<file path="src/sv/drac_pkg.sv">
// Shared types, constants and box helpers for the dirty region accumulator.
// No dependencies; every other file of the block imports this package.
`default_nettype none
package drac_pkg;

    localparam int COORD_BITS      = 16;
    localparam int DEF_NUM_SLOTS   = 16;
    localparam int CFG_W           = 5;
    localparam int SPAN_W          = COORD_BITS + 1;
    localparam int PROD_W          = 2 * SPAN_W;
    localparam int AREA_W          = 37;
    localparam int BAREA_W         = 33;
    localparam int OCNT_W          = 5;
    localparam int CMP_W           = 44;
    localparam int NUM_W           = 6;
    localparam int IN_TDATA_W      = 64;
    localparam int OUT_TDATA_W     = 144;
    localparam int KIND_W          = 2;
    localparam logic [CFG_W-1:0] CFG_RESET = 5'd16;

    typedef logic signed [COORD_BITS-1:0] t_coord;

    typedef struct packed {
        t_coord y2;
        t_coord x2;
        t_coord y1;
        t_coord x1;
    } t_box;

    typedef enum logic [KIND_W-1:0] {
        K_ADD   = 2'd0,
        K_CLEAR = 2'd1,
        K_READ  = 2'd2,
        K_NONE  = 2'd3
    } t_kind;

    typedef enum logic [3:0] {
        S_IDLE,
        S_ADD,
        S_ADD_END,
        S_SUM,
        S_SUM_END,
        S_CMP,
        S_PICK,
        S_EMIT,
        S_ONE
    } t_state;

    function automatic t_box f_union(input t_box a, input t_box b);
        t_box r;
        r    = a;
        if (b.x1 < a.x1) r.x1 = b.x1;
        if (b.y1 < a.y1) r.y1 = b.y1;
        if (b.x2 > a.x2) r.x2 = b.x2;
        if (b.y2 > a.y2) r.y2 = b.y2;
        return r;
    endfunction

    function automatic logic [SPAN_W-1:0] f_span(input t_coord lo, input t_coord hi);
        logic signed [SPAN_W-1:0] d;
        d = SPAN_W'(hi) - SPAN_W'(lo) + SPAN_W'(1);
        return unsigned'(d);
    endfunction

endpackage
`default_nettype wire

</file>
<file path="src/sv/dirty_region_accumulator_core.sv">
// Screen damage tracker: a ring of region cells plus a bounding box.
// For an add item the stored regions rotate once through the merge unit at the
// ring head, one cell a cycle, and the S_ADD_END state then settles the merge,
// the append or the collapse. A read item sums areas and picks the readout,
// then emits a region list or the bounding box alone, each item held while
// the output stalls; a read of an empty list goes straight to one empty item,
// and a reset item clears the list. Depends on drac_pkg, drac_cell and
// drac_merge.
`default_nettype none
module dirty_region_accumulator_core #(
    parameter int NUM_SLOTS = drac_pkg::DEF_NUM_SLOTS
) (
    input  wire logic                               i_clk,
    input  wire logic                               i_rst_n,
    input  wire logic                               i_cfg_valid,
    output logic                                    o_cfg_ready,
    input  wire logic [drac_pkg::CFG_W-1:0]         i_cfg_data,
    input  wire logic                               i_s_tvalid,
    output logic                                    o_s_tready,
    // left, top, right, bottom
    input  wire logic [drac_pkg::IN_TDATA_W-1:0]    i_s_tdata,
    // kind
    input  wire logic [drac_pkg::KIND_W-1:0]        i_s_tuser,
    output logic                                    o_m_tvalid,
    input  wire logic                               i_m_tready,
    // rect_x, rect_y, rect_w, rect_h, rect_count, total_area, bounding_area, zero fill
    output logic [drac_pkg::OUT_TDATA_W-1:0]        o_m_tdata,
    output logic                                    o_m_tlast
);
    import drac_pkg::*;

    localparam int CW = $clog2(NUM_SLOTS + 1);
    localparam int SW = (NUM_SLOTS > 1) ? $clog2(NUM_SLOTS) : 1;

    t_state r_state, n_state;
    logic [CFG_W-1:0] r_cfg;
    logic [CW-1:0]    r_cnt;
    logic [SW-1:0]    r_step;
    t_box             r_bb, r_new;
    logic             r_done, r_app, r_empty, r_pv;
    logic [PROD_W-1:0] r_prod, r_bound;
    logic [AREA_W-1:0] r_total;
    logic [CMP_W-1:0]  r_lhs, r_rhs;

    logic              r_ov, r_olast;
    t_box              r_obox;
    logic [SPAN_W-1:0] r_ow, r_oh;
    logic [OCNT_W-1:0] r_ocnt;
    logic [AREA_W-1:0] r_otot;
    logic [BAREA_W-1:0] r_obnd;

    t_box cells [NUM_SLOTS];
    t_box head, head_in, mbox, in_box, bb_next;
    logic hit, idx_lt, idx_eq, append, step_end, s_acc, out_free, stall;
    logic c_shift, c_load0, c_out_ring, c_out_one;
    t_box load0_data;
    logic [7:0] lim8, cnt8, step8;
    logic [NUM_W-1:0] num;
    t_kind kind;

    assign o_cfg_ready = 1'b1;
    assign o_s_tready  = (r_state == S_IDLE);
    assign s_acc       = i_s_tvalid && o_s_tready;
    assign kind        = t_kind'(i_s_tuser);
    assign head        = cells[0];
    assign out_free    = !r_ov || i_m_tready;

    always_comb begin
        in_box.x1 = t_coord'(i_s_tdata[15:0]);
        in_box.y1 = t_coord'(i_s_tdata[31:16]);
        in_box.x2 = t_coord'(i_s_tdata[47:32]);
        in_box.y2 = t_coord'(i_s_tdata[63:48]);
        if (in_box.x2 < in_box.x1) begin
            in_box.x1 = t_coord'(i_s_tdata[47:32]);
            in_box.x2 = t_coord'(i_s_tdata[15:0]);
        end
        if (in_box.y2 < in_box.y1) begin
            in_box.y1 = t_coord'(i_s_tdata[63:48]);
            in_box.y2 = t_coord'(i_s_tdata[31:16]);
        end
    end

    always_comb begin
        if (r_cfg == '0) begin
            lim8 = 8'd1;
        end else if (8'(r_cfg) > 8'(NUM_SLOTS)) begin
            lim8 = 8'(NUM_SLOTS);
        end else begin
            lim8 = 8'(r_cfg);
        end
        cnt8    = 8'(r_cnt);
        step8   = 8'(r_step);
        num     = (cnt8 <= lim8) ? NUM_W'(lim8 - cnt8 + 8'd1) : NUM_W'(1);
    end

    assign idx_lt   = step8 < cnt8;
    assign idx_eq   = step8 == cnt8;
    assign step_end = r_step == SW'(NUM_SLOTS - 1);
    assign append   = (r_state == S_ADD) && !r_done && idx_eq && (cnt8 < lim8);
    assign stall    = idx_lt && !out_free;
    assign bb_next  = f_union(r_bb, r_new);

    drac_merge u_merge (
        .i_check (r_state == S_ADD && idx_lt && !r_done),
        .i_head  (head),
        .i_new   (r_new),
        .o_hit   (hit),
        .o_box   (mbox)
    );

    assign head_in = hit ? mbox : (append ? r_new : head);

    genvar k;
    generate
        for (k = 0; k < NUM_SLOTS; k++) begin : g_cell
            t_box sd;
            if (k == NUM_SLOTS - 1) begin : g_tail
                assign sd = head_in;
            end else begin : g_mid
                assign sd = cells[k+1];
            end
            drac_cell u_cell (
                .i_clk   (i_clk),
                .i_shift (c_shift),
                .i_load  ((k == 0) && c_load0),
                .i_sdata (sd),
                .i_ldata (load0_data),
                .o_q     (cells[k])
            );
        end
    endgenerate

    always_comb begin
        n_state = r_state;
        unique case (r_state)
            S_IDLE: begin
                if (s_acc && kind == K_ADD && r_cnt != '0) begin
                    n_state = S_ADD;
                end else if (s_acc && kind == K_READ) begin
                    n_state = (r_cnt == '0) ? S_ONE : S_SUM;
                end
            end
            S_ADD:     if (step_end) n_state = S_ADD_END;
            S_ADD_END: n_state = S_IDLE;
            S_SUM:     if (step_end) n_state = S_SUM_END;
            S_SUM_END: n_state = S_CMP;
            S_CMP:     n_state = S_PICK;
            S_PICK:    n_state = ((cnt8 > 8'd1) && (r_lhs <= r_rhs)) ? S_EMIT : S_ONE;
            S_EMIT:    if (step_end && !stall) n_state = S_IDLE;
            S_ONE:     if (out_free) n_state = S_IDLE;
            default:   n_state = S_IDLE;
        endcase
    end

    always_comb begin
        c_shift    = 1'b0;
        c_load0    = 1'b0;
        c_out_ring = 1'b0;
        c_out_one  = 1'b0;
        load0_data = in_box;
        unique case (r_state)
            S_IDLE: c_load0 = s_acc && kind == K_ADD && r_cnt == '0;
            S_ADD, S_SUM: c_shift = 1'b1;
            S_ADD_END: begin
                c_load0    = !r_done && !r_app;
                load0_data = bb_next;
            end
            S_EMIT: begin
                c_shift    = !stall;
                c_out_ring = idx_lt && out_free;
            end
            S_ONE:   c_out_one = out_free;
            default: c_shift = 1'b0;
        endcase
    end

    always_ff @(posedge i_clk) begin
        if (!i_rst_n) begin
            r_state <= S_IDLE;
            r_cfg   <= CFG_RESET;
            r_cnt   <= '0;
            r_ov    <= 1'b0;
        end else begin
            r_state <= n_state;
            if (i_cfg_valid) r_cfg <= i_cfg_data;
            if (c_out_ring || c_out_one) begin
                r_ov <= 1'b1;
            end else if (i_m_tready) begin
                r_ov <= 1'b0;
            end
            if (s_acc && kind == K_CLEAR) r_cnt <= '0;
            if (c_load0 && r_state == S_IDLE) r_cnt <= CW'(1);
            if (r_state == S_ADD_END) begin
                if (r_app) begin
                    r_cnt <= r_cnt + CW'(1);
                end else if (!r_done) begin
                    r_cnt <= CW'(1);
                end
            end
        end
    end

    always_ff @(posedge i_clk) begin
        if (r_state == S_IDLE || r_state == S_PICK) begin
            r_step <= '0;
        end else if (c_shift) begin
            r_step <= r_step + SW'(1);
        end
        case (r_state)
            S_IDLE: begin
                r_done  <= 1'b0;
                r_app   <= 1'b0;
                r_pv    <= 1'b0;
                r_total <= '0;
                r_new   <= in_box;
                r_empty <= (r_cnt == '0);
                if (c_load0) r_bb <= in_box;
            end
            S_ADD: begin
                if (hit || append) r_done <= 1'b1;
                if (append) r_app <= 1'b1;
            end
            S_ADD_END: r_bb <= bb_next;
            S_SUM: begin
                r_prod  <= PROD_W'(f_span(head.x1, head.x2)) * PROD_W'(f_span(head.y1, head.y2));
                r_pv    <= idx_lt;
                r_total <= r_total + (r_pv ? AREA_W'(r_prod) : '0);
            end
            S_SUM_END: begin
                r_total <= r_total + (r_pv ? AREA_W'(r_prod) : '0);
                r_bound <= PROD_W'(f_span(r_bb.x1, r_bb.x2)) * PROD_W'(f_span(r_bb.y1, r_bb.y2));
            end
            S_CMP: begin
                r_lhs <= (CMP_W'(r_total) + CMP_W'(1)) * CMP_W'(num + NUM_W'(1));
                r_rhs <= CMP_W'(r_bound) * CMP_W'(num);
            end
            default: ;
        endcase
        if (c_out_ring) begin
            r_obox  <= head;
            r_ow    <= f_span(head.x1, head.x2);
            r_oh    <= f_span(head.y1, head.y2);
            r_ocnt  <= cnt8[OCNT_W-1:0];
            r_olast <= step8 == cnt8 - 8'd1;
            r_otot  <= r_total;
            r_obnd  <= BAREA_W'(r_bound);
        end else if (c_out_one) begin
            r_olast <= 1'b1;
            if (r_empty) begin
                r_obox  <= '0;
                r_ow    <= '0;
                r_oh    <= '0;
                r_ocnt  <= '0;
                r_otot  <= '0;
                r_obnd  <= '0;
            end else begin
                r_obox <= r_bb;
                r_ow   <= f_span(r_bb.x1, r_bb.x2);
                r_oh   <= f_span(r_bb.y1, r_bb.y2);
                r_ocnt <= OCNT_W'(1);
                r_otot <= r_total;
                r_obnd <= BAREA_W'(r_bound);
            end
        end
    end

    assign o_m_tvalid = r_ov;
    assign o_m_tlast  = r_olast;
    assign o_m_tdata  = {3'b000, r_obnd, r_otot, r_ocnt, r_oh, r_ow,
                         r_obox.y1, r_obox.x1};

endmodule
`default_nettype wire

</file>
<file path="src/sv/drac_cell.sv">
// One storage cell of the region ring: holds one region and passes it on.
// Depends on drac_pkg for the region type.
`default_nettype none
module drac_cell (
    input  wire logic          i_clk,
    input  wire logic          i_shift,
    input  wire logic          i_load,
    input  wire drac_pkg::t_box i_sdata,
    input  wire drac_pkg::t_box i_ldata,
    output drac_pkg::t_box      o_q
);
    import drac_pkg::*;

    t_box r_box;

    always_ff @(posedge i_clk) begin
        if (i_load) begin
            r_box <= i_ldata;
        end else if (i_shift) begin
            r_box <= i_sdata;
        end
    end

    assign o_q = r_box;

endmodule
`default_nettype wire

</file>
<file path="src/sv/drac_merge.sv">
// Touch test and union of the ring head region with the incoming region.
// Depends on drac_pkg for the region type and the union helper.
`default_nettype none
module drac_merge (
    input  wire logic           i_check,
    input  wire drac_pkg::t_box i_head,
    input  wire drac_pkg::t_box i_new,
    output logic                o_hit,
    output drac_pkg::t_box      o_box
);
    import drac_pkg::*;

    logic signed [COORD_BITS:0] ax1, ay1, ax2, ay2, bx1, by1, bx2, by2;
    logic overlap, vert, horz;

    always_comb begin
        ax1 = (COORD_BITS+1)'(i_head.x1);
        ay1 = (COORD_BITS+1)'(i_head.y1);
        ax2 = (COORD_BITS+1)'(i_head.x2);
        ay2 = (COORD_BITS+1)'(i_head.y2);
        bx1 = (COORD_BITS+1)'(i_new.x1);
        by1 = (COORD_BITS+1)'(i_new.y1);
        bx2 = (COORD_BITS+1)'(i_new.x2);
        by2 = (COORD_BITS+1)'(i_new.y2);
        overlap = (ax1 <= bx2) && (bx1 <= ax2) && (ay1 <= by2) && (by1 <= ay2);
        vert = (ax1 == bx1) && (ax2 == bx2) &&
               ((ay2 + (COORD_BITS+1)'(1) == by1) || (by2 + (COORD_BITS+1)'(1) == ay1));
        horz = (ay1 == by1) && (ay2 == by2) &&
               ((ax2 + (COORD_BITS+1)'(1) == bx1) || (bx2 + (COORD_BITS+1)'(1) == ax1));
        o_hit = i_check && (overlap || vert || horz);
        o_box = f_union(i_head, i_new);
    end

endmodule
`default_nettype wire

</file>
<file path="config.mk">
export PLATFORM = sky130hd
export DESIGN_NAME = dirty_region_accumulator_core
export DESIGN_NICKNAME = d
export VERILOG_FILES = /design/src/sv/drac_pkg.sv /design/src/sv/dirty_region_accumulator_core.sv /design/src/sv/drac_cell.sv /design/src/sv/drac_merge.sv
export SDC_FILE = /design/constraint.sdc
export NUM_CORES = 2
export LEC_CHECK = 0
export ABC_CLOCK_PERIOD_IN_PS = 81200
export BUFFER_PORTS_ARGS = -buffer_cell sky130_fd_sc_hd__buf_2
export CORE_MARGIN = 5
export CORE_UTILIZATION = 45
export CTS_CLUSTER_SIZE = 30
export DETAILED_ROUTE_END_ITERATION = 7
export PLACE_DENSITY_LB_ADDON = 0.05
export SLEW_MARGIN = 20
export SYNTH_ARGS = -nofsm -noshare
export SYNTH_HDL_FRONTEND = slang
export SYNTH_SLANG_ARGS = --single-unit
</file>
<file path="constraint.sdc">
create_clock -name i_clk -period 81.2 [get_ports i_clk]
set_input_delay 16.24 -clock i_clk [delete_from_list [all_inputs] [get_ports i_clk]]
set_output_delay 16.24 -clock i_clk [all_outputs]
set_load 0.02 [all_outputs]
</file>
==> results.tsv <==
stage	metric	value	unit
run_status	status	completed	
global_routing	top_usage_layer	met2	
floorplanning	core_area	0.219	mm²
clock_network	cts.sinks	1506	
cells_and_area	fin_nets	10200	
worst_setup_path	cp-end-kind	flip-flop	
timing	whs	0.379	ns
clock_network	cts_tree	yes	
worst_setup_path	r2r-start	r_bb[1]	
synthesis	synth_cell_type_count	104	
cells_and_area	drive_above_1_share	0.100	
synthesis	synth_cells	8314	
synthesis	yosys.area.top_type	edfxtp_1	
cells_and_area	num-fill-cells	19500	
global_routing	gr-usage-met2	0.393	
worst_setup_path	worstSetupPathType	in2reg	
synthesis	synth_flop_cell	edfxtp_1	
worst_setup_path	critPathRequiredTime	81.66	ns
timing	rsz0062_at_grt	no	
synthesis	ys_warn_count	0	
cells_and_area	final_cells	11600	
global_routing	grt_util_met1	0.319	
worst_setup_path	arrival	21.29	ns
synthesis	synth-async-reset-ratio	0	
route	postRouteAntennaNets	0	
floorplanning	rows	172	
clock_network	post_cts_resized	0	
floorplanning	die_y	478	µm
global_routing	antenna_found_initial	26	
synthesis	synth-edff-count	1487	
timing	slew_headroom	0.242	
timing	tns	0	ns
timing	hold_viol	0	
global_routing	grt_overflow	0	
floorplanning	die_x	478	µm
cells_and_area	syn2layout_area_growth	10.9	%
timing	fin_skew	0.0437	ns
timing	setup_viol	0	
route	drt-total-wl	275	mm
placed_design	dpl.hpwl	206	mm
clock_network	post-cts-setup-buffers	0	
timing	drv_slew	0	
job	cap_violations	0	
hold_path	worstHoldStart	g_cell[13].u_cell.o_q[43]	
synthesis	syn_area	0.0987	mm²
timing	worst_slew_pin_slew	1.14	ns
global_routing	grt_usage	0.238	
synthesis	ys_ff_latch	1506	
clock_network	cts.path.max_buffers	3	
placed_design	numPortBuffers	219	
global_routing	grt_use_met3	0.0362	
timing	post-route-min-period	20.83	ns
worst_setup_path	critical_path.max_fanout	189	
global_routing	grt_pass1_wl	411	mm
floorplanning	initial_core_util	0.451	
global_routing	grt_pass1_vias	64700	
timing	fmax	0.0480	GHz
worst_setup_path	cp-start-kind	input pin	
placed_design	gp_congestion	0.909	
placed_design	dp_cells	11300	
route	viasPerCell	5.44	
timing	layout_worst_path_cycle_share	0.256	
global_routing	grt_max_degree	190	
synthesis	yosysSeqAreaShare	0.456	
synthesis	synth.top_cell.area_share	0.452	
worst_setup_path	setup.worst_path.start	i_m_tready	
clock_network	clk_latency	0.85	ns
synthesis	synth_area_leaders	edfxtp_1 (45%), fa_1 (15%), ha_1 (9.8%)	
clock_network	htreeDepth	4	
route	wl_per_cell	23.6	µm
route	drcViolationCount	0	
route	drt-initial-drc-count	4676	
clock_network	cts_hold_buf	0	
clock_network	cts-root-buf	clkbuf_16	
clock_network	clk_pin_slew	0.07	ns
hold_path	min_path_type	reg2reg	
route	drtPass1Iterations	7	
route	vias	63400	
floorplanning	die_area	0.229	mm²
floorplanning	io_pins	224	
synthesis	synth.avg_cell_area	11.9	µm²
clock_network	numCtsBuffers	163	
## per-layer routing
layer	part of all wire	wire length, µm
met3	0.053	14700
met5	0.00024	65
met4	0.044	12100
met2	0.47	130000
met1	0.43	118000
## cells in the mapped netlist (9+ instances only)
cell type  count
nand2b_1      77
ha_1         771
o31ai_1       51
xor2_1       123
edfxtp_1    1487
mux2_4        18
o211ai_1      30
nand3_1       86
buf_2         15
nor3_1        82
a21oi_1      284
nor4_1        36
or3_1         22
o21bai_1      46
and3_1        39
nor2b_1       88
dfxtp_1       19
inv_1       1207
a221oi_1      22
mux2_2       149
and2_1       245
nand2_1      829
or4_1         12
xnor2_1      226
o22ai_1       13
and4_1        10
nor3b_1       11
clkbuf_1     177
a31oi_1       32
a21o_1       128
o2111ai_1      9
mux2i_1      136
nor2_1       504
fa_1         761
o21a_1        42
nand4_1      100
a22o_1        11
o21ai_0      168
a21boi_0      13
o211a_1       10
a211oi_1      37
or2_2         21
a31o_2        12
## placed cells by master (no fill, tap or decap), types with 100 or more instances in the layout
master,count
clkbuf_16,165
edfxtp_1,1487
a21o_1,128
nand2_1,828
inv_1,1206
buf_4,131
and2_1,245
xor2_1,114
ha_1,771
nor2_1,495
nand4_1,100
buf_2,219
mux2_2,149
xnor2_1,204
a21oi_1,283
mux2i_1,136
fa_1,761
o21ai_0,167
## final timing paths
kind | endpoint | slack [ns] | cells past startpoint
worst max-delay path | g_cell[12].u_cell.o_q[48] | 60.37 | 9
worst max register to register | r_bound[33] | 70.42 | 32
worst min-delay path | g_cell[12].u_cell.o_q[43] | 0.38 | 0
worst min register to register | g_cell[12].u_cell.o_q[43] | 0.38 | 0
## flip-flops by register name, indices dropped and copies added, names as in the netlist, 4 cells and up
register / count
g_cell.u_cell.o_q: 1024
o_m_tdata: 32
r_bb: 64
r_bound: 34
r_cfg: 5
r_cnt: 5
r_lhs: 44
r_new: 64
r_obnd: 33
r_ocnt: 5
r_oh: 17
r_otot: 37
r_ow: 17
r_prod: 34
r_rhs: 40
r_state: 4
r_step: 4
r_total: 37
## cell families after synthesis
kind of cell / synth area share
AO/OA/AOI/OAI: 0.0661
XOR/XNOR: 0.0311
adder cells (fa/ha/maj): 0.252
buffers and inverters: 0.0547
flip-flops: 0.456
multiplexers: 0.0340
other: 0.0000761
AND/OR/NAND/NOR: 0.106
## layout make-up
class,instances,area (µm²),area share
diodes,12,30.0,0.000274
clock buffers,190,4220,0.0386
clock inverters,109,1210,0.0111
inverters,1208,4540,0.0414
multi-input cells,5392,48700,0.445
flip-flops and latches,1506,45000,0.411
well taps,2871,3590,0.0328
repair buffers,353,2130,0.0195
## critical path: stages
cell,delay [ns]
buf_2,0.09
nand2b_1,0.21
o21ai_0,0.19
a21oi_4,0.21
buf_4,0.84
buf_12,0.80
buf_4,0.76
buf_4,0.87
buf_4,0.76
## metrics by stage
stage | instance area, µm² | utilization | setup slack, ns
final | 109000 | 0.500 | 60.37
after global routing | 109000 | 0.500 | 60.08
after CTS | 109000 | 0.500 | 60.46
after detailed placement | 104000 | 0.475 | 59.51
after global placement | 104000 | 0.475 | 59.65
after floorplan | 98700 | - | 13.73
Power is left out: the tool's default activity adds up to more than one toggle a clock period on the data nets, which glitch-free logic cannot reach.
